### config.mk
export PLATFORM = sky130hd
export DESIGN_NAME = dds_sweep_word_generator
export DESIGN_NICKNAME = d
export VERILOG_FILES = /design/src/rtl/core/dsw_pkg.sv /design/src/rtl/core/dds_sweep_word_generator.sv /design/src/rtl/core/dsw_word_conv.sv /design/src/rtl/core/dsw_div_pipe.sv /design/src/rtl/core/dsw_emitter.sv
export SDC_FILE = /design/constraint.sdc
export NUM_CORES = 2
export LEC_CHECK = 0
export BUFFER_PORTS_ARGS = -buffer_cell sky130_fd_sc_hd__clkbuf_2
export CORE_UTILIZATION = 50
export CTS_BUF_LIST = sky130_fd_sc_hd__clkbuf_8
export DETAILED_ROUTE_END_ITERATION = 16
export GPL_TIMING_DRIVEN = 0
export PLACE_DENSITY_LB_ADDON = 0.1
export SLEW_MARGIN = 10
export SYNTH_ARGS = -nofsm -noshare
export SYNTH_HDL_FRONTEND = slang
export SYNTH_SLANG_ARGS = --single-unit
### constraint.sdc
create_clock -name i_clk -period 98.2 [get_ports i_clk]
set_input_delay 19.64 -clock i_clk [delete_from_list [all_inputs] [get_ports i_clk]]
set_output_delay 19.64 -clock i_clk [all_outputs]
set_load 0.005 [all_outputs]
### src/rtl/core/dsw_pkg.sv
package dsw_pkg;

    localparam int KHZ_W  = 17;
    localparam int WORD_W = 32;
    localparam int STEP_W = 7;
    localparam int PROD_W = KHZ_W + WORD_W;

    localparam logic [WORD_W-1:0] SCALE_RESET = 32'd2345624806;
    localparam logic [WORD_W-1:0] WORD_MAX    = {WORD_W{1'b1}};

    // Command kinds.
    localparam logic FUNC_SET   = 1'b0;
    localparam logic FUNC_SWEEP = 1'b1;

    // The quotient is resolved a few bits per divider stage.
    localparam int DIV_BITS_PER_STG = 4;
    localparam int DIV_STAGES       = WORD_W / DIV_BITS_PER_STG;

    // One command on its way through the pipeline. The num field holds the
    // word span before the divider and the per-step delta after it.
    typedef struct packed {
        logic              vld;
        logic              sweep;
        logic [STEP_W-1:0] steps;
        logic [WORD_W-1:0] lo;
        logic [WORD_W-1:0] num;
    } t_cmd;

    typedef struct packed {
        t_cmd              cmd;
        logic [STEP_W-1:0] rem;
    } t_div_stg;

    // Restoring division, several quotient bits. The dividend shifts out at
    // the top while quotient bits shift in at the bottom of the same word.
    function automatic logic [STEP_W+WORD_W-1:0] div_bits(
        input logic [STEP_W-1:0] rem,
        input logic [WORD_W-1:0] q,
        input logic [STEP_W-1:0] dvs
    );
        logic [STEP_W:0]   t;
        logic [STEP_W-1:0] r;
        logic [WORD_W-1:0] qq;
        r  = rem;
        qq = q;
        for (int k = 0; k < DIV_BITS_PER_STG; k++) begin
            t  = {r, qq[WORD_W-1]};
            qq = {qq[WORD_W-2:0], 1'b0};
            if (t >= {1'b0, dvs}) begin
                r     = STEP_W'(t - {1'b0, dvs});
                qq[0] = 1'b1;
            end else begin
                r = t[STEP_W-1:0];
            end
        end
        return {r, qq};
    endfunction

endpackage

### src/rtl/core/dds_sweep_word_generator.sv
// Channel    Direction  Handshake            Payload
// command    in         i_valid / o_ready    i_func, i_start_khz, i_end_khz, i_step_count
// word       out        o_valid / i_ready    o_tuning_word, o_in_sweep, o_last
// scale cfg  in         i_cfg_we             i_cfg_data
//
// A command passes through the pipeline (two multiply/saturate stages, one subtract
// stage, eight divider stages) and is then loaded into the word emitter, which
// streams one word per cycle while the word channel is not stalled. o_ready is low
// until the last word of a sweep is issued, and the pipeline freezes meanwhile.
// Reset is synchronous and active low; it clears the valid bits and restores
// the scale register. Stalls on the word channel hold the emitter, and while it
// still has words to send they hold every stage in place as well.
module dds_sweep_word_generator
    import dsw_pkg::*;
#(
    parameter int MAX_STEPS = 64
) (
    input  logic              i_clk,
    input  logic              i_rst_n,
    input  logic              i_valid,
    output logic              o_ready,
    input  logic              i_func,
    input  logic [KHZ_W-1:0]  i_start_khz,
    input  logic [KHZ_W-1:0]  i_end_khz,
    input  logic [STEP_W-1:0] i_step_count,
    output logic              o_valid,
    input  logic              i_ready,
    output logic [WORD_W-1:0] o_tuning_word,
    output logic              o_in_sweep,
    output logic              o_last,
    input  logic              i_cfg_we,
    input  logic [WORD_W-1:0] i_cfg_data
);

    // The kHz-to-word scale, unsigned 16.16 fixed point.
    logic [WORD_W-1:0] r_scale;

    // The whole pipeline advances only while the emitter is free to take
    // whatever reaches the divider output.
    logic w_en;
    logic w_busy;
    t_cmd w_conv_cmd;
    t_cmd w_div_cmd;

    always_ff @(posedge i_clk) begin
        if (!i_rst_n) begin
            r_scale <= SCALE_RESET;
        end else if (i_cfg_we) begin
            r_scale <= i_cfg_data;
        end
    end

    assign w_en    = !w_busy;
    assign o_ready = w_en;

    // Converts both frequencies to words and forms the word span.
    dsw_word_conv #(
        .MAX_STEPS (MAX_STEPS)
    ) u_conv (
        .i_clk        (i_clk),
        .i_rst_n      (i_rst_n),
        .i_en         (w_en),
        .i_valid      (i_valid),
        .i_func       (i_func),
        .i_start_khz  (i_start_khz),
        .i_end_khz    (i_end_khz),
        .i_step_count (i_step_count),
        .i_scale      (r_scale),
        .o_cmd        (w_conv_cmd)
    );

    // Divides the span by the step count to get the per-step delta.
    dsw_div_pipe u_div (
        .i_clk   (i_clk),
        .i_rst_n (i_rst_n),
        .i_en    (w_en),
        .i_cmd   (w_conv_cmd),
        .o_cmd   (w_div_cmd)
    );

    // Walks the sweep and drives the registered output. A sweep with no
    // steps is simply dropped here.
    dsw_emitter u_emit (
        .i_clk         (i_clk),
        .i_rst_n       (i_rst_n),
        .i_cmd         (w_div_cmd),
        .o_busy        (w_busy),
        .o_valid       (o_valid),
        .i_ready       (i_ready),
        .o_tuning_word (o_tuning_word),
        .o_in_sweep    (o_in_sweep),
        .o_last        (o_last)
    );

endmodule

### src/rtl/core/dsw_word_conv.sv
module dsw_word_conv
    import dsw_pkg::*;
#(
    parameter int MAX_STEPS = 64
) (
    input  logic              i_clk,
    input  logic              i_rst_n,
    input  logic              i_en,
    input  logic              i_valid,
    input  logic              i_func,
    input  logic [KHZ_W-1:0]  i_start_khz,
    input  logic [KHZ_W-1:0]  i_end_khz,
    input  logic [STEP_W-1:0] i_step_count,
    input  logic [WORD_W-1:0] i_scale,
    output t_cmd              o_cmd
);

    localparam logic [STEP_W-1:0] StepsMax = STEP_W'(MAX_STEPS);

    // Stage A: the two products.
    logic              r_a_vld;
    logic              r_a_sweep;
    logic [STEP_W-1:0] r_a_steps;
    logic [PROD_W-1:0] r_a_plo;
    logic [PROD_W-1:0] r_a_phi;
    // Stage B: saturated words.
    logic              r_b_vld;
    logic              r_b_sweep;
    logic [STEP_W-1:0] r_b_steps;
    logic [WORD_W-1:0] r_b_lo;
    logic [WORD_W-1:0] r_b_hi;
    // Stage C: span.
    t_cmd              r_c;

    logic [STEP_W-1:0] n_steps;
    logic [WORD_W-1:0] n_lo;
    logic [WORD_W-1:0] n_hi;

    always_comb begin
        if (i_func == FUNC_SET) begin
            n_steps = STEP_W'(1);
        end else if (i_step_count > StepsMax) begin
            n_steps = StepsMax;
        end else begin
            n_steps = i_step_count;
        end
        n_lo = r_a_plo[PROD_W-1] ? WORD_MAX : r_a_plo[PROD_W-2:16];
        n_hi = r_a_phi[PROD_W-1] ? WORD_MAX : r_a_phi[PROD_W-2:16];
    end

    always_ff @(posedge i_clk) begin
        if (!i_rst_n) begin
            r_a_vld <= 1'b0;
            r_b_vld <= 1'b0;
            r_c.vld <= 1'b0;
        end else if (i_en) begin
            r_a_vld   <= i_valid;
            r_b_vld   <= r_a_vld;
            r_c.vld   <= r_b_vld;
            r_a_sweep <= i_func;
            r_a_steps <= n_steps;
            r_a_plo   <= PROD_W'(i_start_khz) * PROD_W'(i_scale);
            r_a_phi   <= PROD_W'(i_end_khz) * PROD_W'(i_scale);
            r_b_sweep <= r_a_sweep;
            r_b_steps <= r_a_steps;
            r_b_lo    <= n_lo;
            r_b_hi    <= n_hi;
            r_c.sweep <= r_b_sweep;
            r_c.steps <= r_b_steps;
            r_c.lo    <= r_b_lo;
            r_c.num   <= r_b_hi - r_b_lo;
        end
    end

    assign o_cmd = r_c;

endmodule

### src/rtl/core/dsw_div_pipe.sv
module dsw_div_pipe
    import dsw_pkg::*;
(
    input  logic i_clk,
    input  logic i_rst_n,
    input  logic i_en,
    input  t_cmd i_cmd,
    output t_cmd o_cmd
);

    for (genvar s = 0; s < DIV_STAGES; s++) begin : g_stg
        t_div_stg                 r_stg;
        t_div_stg                 w_in;
        logic [STEP_W+WORD_W-1:0] w_res;

        if (s == 0) begin : g_first
            assign w_in = {i_cmd, {STEP_W{1'b0}}};
        end else begin : g_next
            assign w_in = g_stg[s-1].r_stg;
        end

        assign w_res = div_bits(w_in.rem, w_in.cmd.num, w_in.cmd.steps);

        always_ff @(posedge i_clk) begin
            if (!i_rst_n) begin
                r_stg.cmd.vld <= 1'b0;
            end else if (i_en) begin
                r_stg.cmd.vld   <= w_in.cmd.vld;
                r_stg.cmd.sweep <= w_in.cmd.sweep;
                r_stg.cmd.steps <= w_in.cmd.steps;
                r_stg.cmd.lo    <= w_in.cmd.lo;
                r_stg.cmd.num   <= w_res[WORD_W-1:0];
                r_stg.rem       <= w_res[STEP_W+WORD_W-1:WORD_W];
            end
        end
    end

    assign o_cmd = g_stg[DIV_STAGES-1].r_stg.cmd;

endmodule

### src/rtl/core/dsw_emitter.sv
module dsw_emitter
    import dsw_pkg::*;
(
    input  logic              i_clk,
    input  logic              i_rst_n,
    input  t_cmd              i_cmd,
    output logic              o_busy,
    output logic              o_valid,
    input  logic              i_ready,
    output logic [WORD_W-1:0] o_tuning_word,
    output logic              o_in_sweep,
    output logic              o_last
);

    logic              r_busy;
    logic              r_sweep;
    logic [STEP_W-1:0] r_left;
    logic [WORD_W-1:0] r_word;
    logic [WORD_W-1:0] r_delta;
    logic              r_out_vld;
    logic [WORD_W-1:0] r_out_word;
    logic              r_out_sweep;
    logic              r_out_last;

    logic w_out_free;
    logic w_emit;
    logic w_load;

    assign w_out_free = !r_out_vld || i_ready;
    assign w_emit     = r_busy && w_out_free;
    assign w_load     = !r_busy && i_cmd.vld && (i_cmd.steps != '0);

    always_ff @(posedge i_clk) begin
        if (!i_rst_n) begin
            r_busy    <= 1'b0;
            r_out_vld <= 1'b0;
        end else begin
            if (w_load) begin
                r_busy <= 1'b1;
            end else if (w_emit && r_left == STEP_W'(1)) begin
                r_busy <= 1'b0;
            end
            if (w_emit) begin
                r_out_vld <= 1'b1;
            end else if (i_ready) begin
                r_out_vld <= 1'b0;
            end
        end
    end

    always_ff @(posedge i_clk) begin
        if (w_load) begin
            r_sweep <= i_cmd.sweep;
            r_left  <= i_cmd.steps;
            r_word  <= i_cmd.lo;
            r_delta <= i_cmd.num;
        end else if (w_emit) begin
            r_left <= r_left - STEP_W'(1);
            r_word <= r_word + r_delta;
        end
        if (w_emit) begin
            r_out_word  <= r_word;
            r_out_sweep <= r_sweep;
            r_out_last  <= (r_left == STEP_W'(1));
        end
    end

    assign o_busy        = r_busy;
    assign o_valid       = r_out_vld;
    assign o_tuning_word = r_out_word;
    assign o_in_sweep    = r_out_sweep;
    assign o_last        = r_out_last;

endmodule

== After elaboration in Yosys (flattened, before gate mapping) ==
Cells that the tools add are included.
Word-level totals
  output and inout bits: 36
  flip-flop bits (word level): 1026
  logic and storage cells: 230
  input port bits: 79
Cells by class
  reduce and logical (&&, ||, !) cells: 13
  eq/ne operators: 1
  $lt $le $gt $ge: 33
  multiply operators: 2
  muxes and demuxes: 72
  add/sub/neg operators: 34
  bitwise operators: 2
Operator list (count)
  greater-or-equal comparator 8 x 7 -> 1 bit: 31
  two-way mux 7 bit: 34
  subtractor 7 bit: 30
  multiplier 17 x 32 -> 49 bit: 2
  two-way mux 32 bit: 2
  two-way mux 1 bit: 36
  adder 32 bit: 1
  subtractor 32 bit: 1
  == test 7 x 1 -> 1 bit (second input constant): 1
  greater-or-equal comparator 1 x 7 -> 1 bit: 1
  > comparator 7 bit (second input constant): 1
  nonzero test 7 bit: 1
  subtractor 1 x 7 -> 7 bit: 1
  subtractor 7 x 1 -> 7 bit (second input constant): 1
  nonzero test 2 bit: 3
  logical AND 1 bit: 4
  logical NOT 1 bit: 2
  NOT 1 bit: 2
  AND reduction 2 bit: 1
  OR reduction 2 bit: 1
  logical OR 1 bit: 1

== Logic depth before layout (Yosys ltp) ==
  depth in word-level cells: 8
  mapped depth: 43
  mapped depth without buffers: 42

== Modules after synthesis ==
A second synthesis with hierarchy kept.
Second synthesis, totals
  cells, all modules: 7187
  area total of the unflattened synthesis: 79618.9 µm²
Modules (own cells, without submodules)
  dsw_word_conv: cells an instance 4381, area an instance 41969.0 µm², times used 1, sequential area each 6606.3 µm²
  dsw_div_pipe: cells an instance 2227, area an instance 30889.6 µm², times used 1, sequential area each 18928.2 µm²
  dsw_emitter: cells an instance 475, area an instance 5566.6 µm², times used 1, sequential area each 3223.1 µm²
  dds_sweep_word_generator: cells an instance 104, area an instance 1193.6 µm², times used 1, sequential area each 640.6 µm²

== Worst setup path after synthesis ==
OpenSTA, ideal clock, no wires.
  path type: input port to flip-flop
  start: input i_rst_n
  end: register u_conv.r_c, in the netlist u_conv.o_cmd[0], enable pin
  required time: 96035 ps
  path buffers: 2
  stages: 3
  arrival time: 56965 ps
  setup slack: 39071 ps
  library setup time: 2165 ps
  cell sequence: clkbuf_1 -> clkbuf_1 -> nor2b_1
On the way
  word-level cells in the longest chain between the ends: 1
Ends and longest elaborated chain
  start: declaration: line dds_sweep_word_generator.sv:19  | input logic i_rst_n,
  AND reduction 2 bit (no line)
  end: declaration: line dsw_word_conv.sv:33  | t_cmd r_c;
Every way passes these cells.
A chain may end at the register's enable or synchronous reset.

== Worst setup path in the final report ==
  start: input i_start_khz[3]
  end: register u_conv.r_a_plo[42] (data pin)
On the way
  word-level cells in the longest chain between the ends: 1
Ends and longest elaborated chain
  start: declaration: line dds_sweep_word_generator.sv:23  | input logic [KHZ_W-1:0] i_start_khz,
  multiplier 17 x 32 -> 49 bit: line dsw_word_conv.sv:62  | r_a_plo <= PROD_W'(i_start_khz) * PROD_W'(i_scale);
  end signal: assignment: line dsw_word_conv.sv:62
  end: declaration: line dsw_word_conv.sv:24  | logic [PROD_W-1:0] r_a_plo;
Every way passes these cells.

==> metrics.md <==
| Metric | Value |
|---|---|
| Status | `completed` |
| Via density | `5.24` |
| I/O Buffers | `112` |
| Slew Limit Headroom | `between 10% and 20%` |
| HP Class | `register to register` |
| Crit end category | `register` |
| Syn nets | `between 8,000 and 9,000` |
| Top-area cell type share of the netlist area | `37.0%` |
| Root Driver | `clkbuf_8` |
| Vias in the first global route | `between 50,000 and 60,000` |
| Share of layout cells above drive strength 1 | `under 10%` |
| Yosys cell types | `between 80 and 90` |
| GR Layer Usage met3 | `under 10%` |
| Layout Skew | `0.0787 ns` |
| CTS tree | `built` |
| Largest area contributor in the netlist | `edfxtp_1` |
| Rows | `~140` |
| Worst r2r path cells | `40` |
| Most common cell after layout, fill and taps aside | `inv_1` |
| Register area share after synthesis | `a little under two fifths` |
| Ranking of synthesized cells by area | `edfxtp_1, fa_1, ha_1, inv_1, nand2_1` |
| Critical Path RT | `slightly below 100 ns` |
| Core area | `152,000 sq um` |
| Antenna viol nets, final | `0` |
| Share of flip-flops with an asynchronous set or reset | `0%` |
| Clock buffer depth | `3` |
| F_max | `between 30 and 40 MHz` |
| Inserted Clock Buffers | `around 170` |
| Final Hold Vio Count | `0` |
| Layout overhead on the synthesized area | `9.14%` |
| Syn Inst Count | `around 6,800` |
| Hold worst-path end | `u_div.g_stg[2].r_stg[29]` |
| Max_cap viols | `0` |
| Tot GR Track Use | `between 20 and 25%` |
| Tcrit/Tclk final | `between 20 and 30%` |
| Largest net degree at the start of global routing | `40` |
| Chip width | `between 300 and 400 um` |
| CP Launch Type | `input port` |
| H-tree depth | `4` |
| Final Max Tran Viols | `0` |
| Via Count | `48,700` |
| Starting density of the core | `50.5%` |
| Hold_buf cts | `0` |
| Worst hold path startpoint | `u_div.g_stg[1].r_stg[25]` |
| Starting DRT DRC Count | `around 2,600` |
| HPWL Detailed | `148,000 um` |
| Wire per inst | `approximately 20 um` |
| Reg-to-reg slack, setup | `roughly 90 ns` |
| Crit path from | `i_start_khz[3]` |
| Met2 usage | `39.6%` |
| Seq cells post-synth | `between 900 and 1,000` |
| Later-pin clock latency in the skew report | `0.85 ns` |
| First-pass detailed-route iteration total | `7` |
| Mapped Area | `just under 80,000 sq um` |
| Grt total ovfl | `0` |
| Worst-path clk slew | `roughly 0.06 ns` |
| Max Fanout on Critical Path | `10` |
| Post-synth EDFFs | `approximately 950` |
| Worst reg2reg endpoint | `u_div.g_stg[1].r_stg[6]` |
| # DRC | `0` |
| Commonest cells after routing, fill and taps aside | `inv_1, nand2_1, edfxtp_1, fa_1, ha_1` |
| Grt met1 use | `about a third` |
| First-pass GRT wire length | `between 200,000 and 300,000 um` |
| Pre-CTS WS | `between 70 and 80 ns` |
| Die area | `about 160,000 sq um` |
| Die height | `394 um` |
| Setup TNS | `0 ns` |
| Post-CTS Setup Inserts | `0` |
| Final wirelength | `182,000 um` |
| Setup ws final | `71.42 ns` |
| Io pins | `115` |
| Clock sink count | `just under 1,000` |
| Placer congestion estimate | `between 0.9 and 1` |
| Critical path arrival | `27.38 ns` |
| PostCTS Resize Cnt | `0` |
| Final min period | `26.78 ns` |
| Min Hold Slack | `approximately 0.37 ns` |
| Mapped Avg Cell Area | `11.3 sq um` |
| Layout fillers | `roughly 13,000` |
| Synth warnings | `0` |
| RR Startpoint | `u_div.g_stg[0].r_stg[72]` |
| Setup CP Type | `input port to register` |
| Nets | `a little under 9,000` |
| Ys flop type | `edfxtp_1` |
| Tightest Pin Transition | `between 1 and 1.5 ns` |
| WHS Path Cells | `0` |
| Initial antenna violation count | `9` |
| RSZ-0062 raised after global routing | `no` |
| # setup viols final | `0` |
| Global routing's busiest layer | `met2` |
-- final cells by class --
type	instances	area, sq um	share of cell area, %
clock inverter	126	925	1.10
inverter	1141	4280	5.10
buffer	267	1010	1.21
sequential	994	29400	35.0
multi-input combinational	4428	42300	50.3
antenna	2	5.00	0.00596
tap	2030	2540	3.02
clock buffer	166	2280	2.72
timing repair buffer	145	1270	1.51
-- state kept, by name (all words and copies together) (netlist names), 7 cells and up --
name,count
u_div.o_cmd,73
u_div.g_stg.r_stg,560
u_emit.o_tuning_word,32
u_conv.o_cmd,73
u_conv.r_b_hi,32
u_emit.r_word,32
u_conv.r_a_phi,33
u_conv.r_a_steps,7
u_conv.r_b_lo,32
r_scale,32
u_emit.r_left,7
u_conv.r_a_plo,33
u_conv.r_b_steps,7
u_emit.r_delta,32
-- Yosys cell counts, types with 5 or more instances --
library cell,instances
a21boi_0,11
fa_1,926
nor3_1,30
o21ai_0,218
dfxtp_1,45
edfxtp_1,949
and3_1,18
inv_1,1140
a211o_1,5
a311oi_1,8
xnor2_1,152
o21a_1,33
nor2b_1,94
a31o_2,7
and2_1,307
a211oi_1,22
buf_1,6
nand4_1,33
mux2i_1,75
buf_2,6
nand3_1,44
nor2_1,167
or3_1,15
or2_2,75
nand2b_1,48
clkbuf_1,255
o211a_1,7
ha_1,525
and4_1,9
a22oi_1,6
o31ai_1,20
xor2_1,91
o21bai_1,18
nand3b_1,6
nand2_1,989
mux2_2,90
a21o_1,99
a31oi_1,10
o211ai_1,12
a21oi_1,188
-- per-stage QoR --
| step | std cells | cell area [sq um] | util [%] |
|---|---|---|---|
| final | 9299 | 84000 | 55.2 |
| after CTS | 9297 | 84000 | 55.1 |
| after global routing | 9298 | 84000 | 55.1 |
| after global placement | 8972 | 80000 | 52.6 |
| after floorplan | 6830 | 76900 | - |
| after detailed placement | 9005 | 80800 | 53.0 |
-- cells by family (layout without fill, tap and decap cells) --
kind of cell | Yosys count | count (layout) | share of synthesized area (%)
flops | 994 | 994 | 38.2
buf+inv | 1408 | 1845 | 6.88
mux | 165 | 165 | 2.29
fa+ha+maj | 1451 | 1451 | 32.6
other cells | 0 | 2 | 0
xor+xnor | 243 | 243 | 2.77
simple gates | 1850 | 1850 | 11.3
compound gates | 719 | 719 | 5.95
-- per-layer routing --
metal | share of wire (%) | routed length, um
met5 | 0.019 | 35
met4 | 4.4 | 7940
met3 | 5.4 | 9940
met2 | 47 | 85700
met1 | 43 | 78800
-- worst max-delay path, stage by stage --
cell      delay, ns
clkbuf_2       0.23
clkbuf_1       0.68
nand2_1        0.17
fa_1           0.54
inv_1          0.05
fa_1           0.56
fa_1           0.45
fa_1           0.55
inv_1          0.05
fa_1           0.47
inv_1          0.05
fa_1           0.43
ha_1           0.32
a21oi_1        0.17
o21ai_0        0.12
a211oi_1       0.48
o211ai_1       0.33
a311oi_1       0.64
o21ai_0        0.48
a21o_1         0.31
a311o_1        0.38
a21oi_1        0.18
xnor2_1        0.09
-- worst max path at each step --
stage                     depth (start not counted)                   to
after floorplan                                   3      u_conv.o_cmd[0]
after global routing                             23   u_conv.r_a_plo[42]
after detailed placement                         23   u_conv.r_a_plo[42]
after CTS                                        23   u_conv.r_a_plo[42]
final                                            23   u_conv.r_a_plo[42]
after global placement                            3  u_conv.r_a_steps[6]
Power is left out: the tool's default activity adds up to more than one toggle a clock period on the data nets, which glitch-free logic cannot reach.
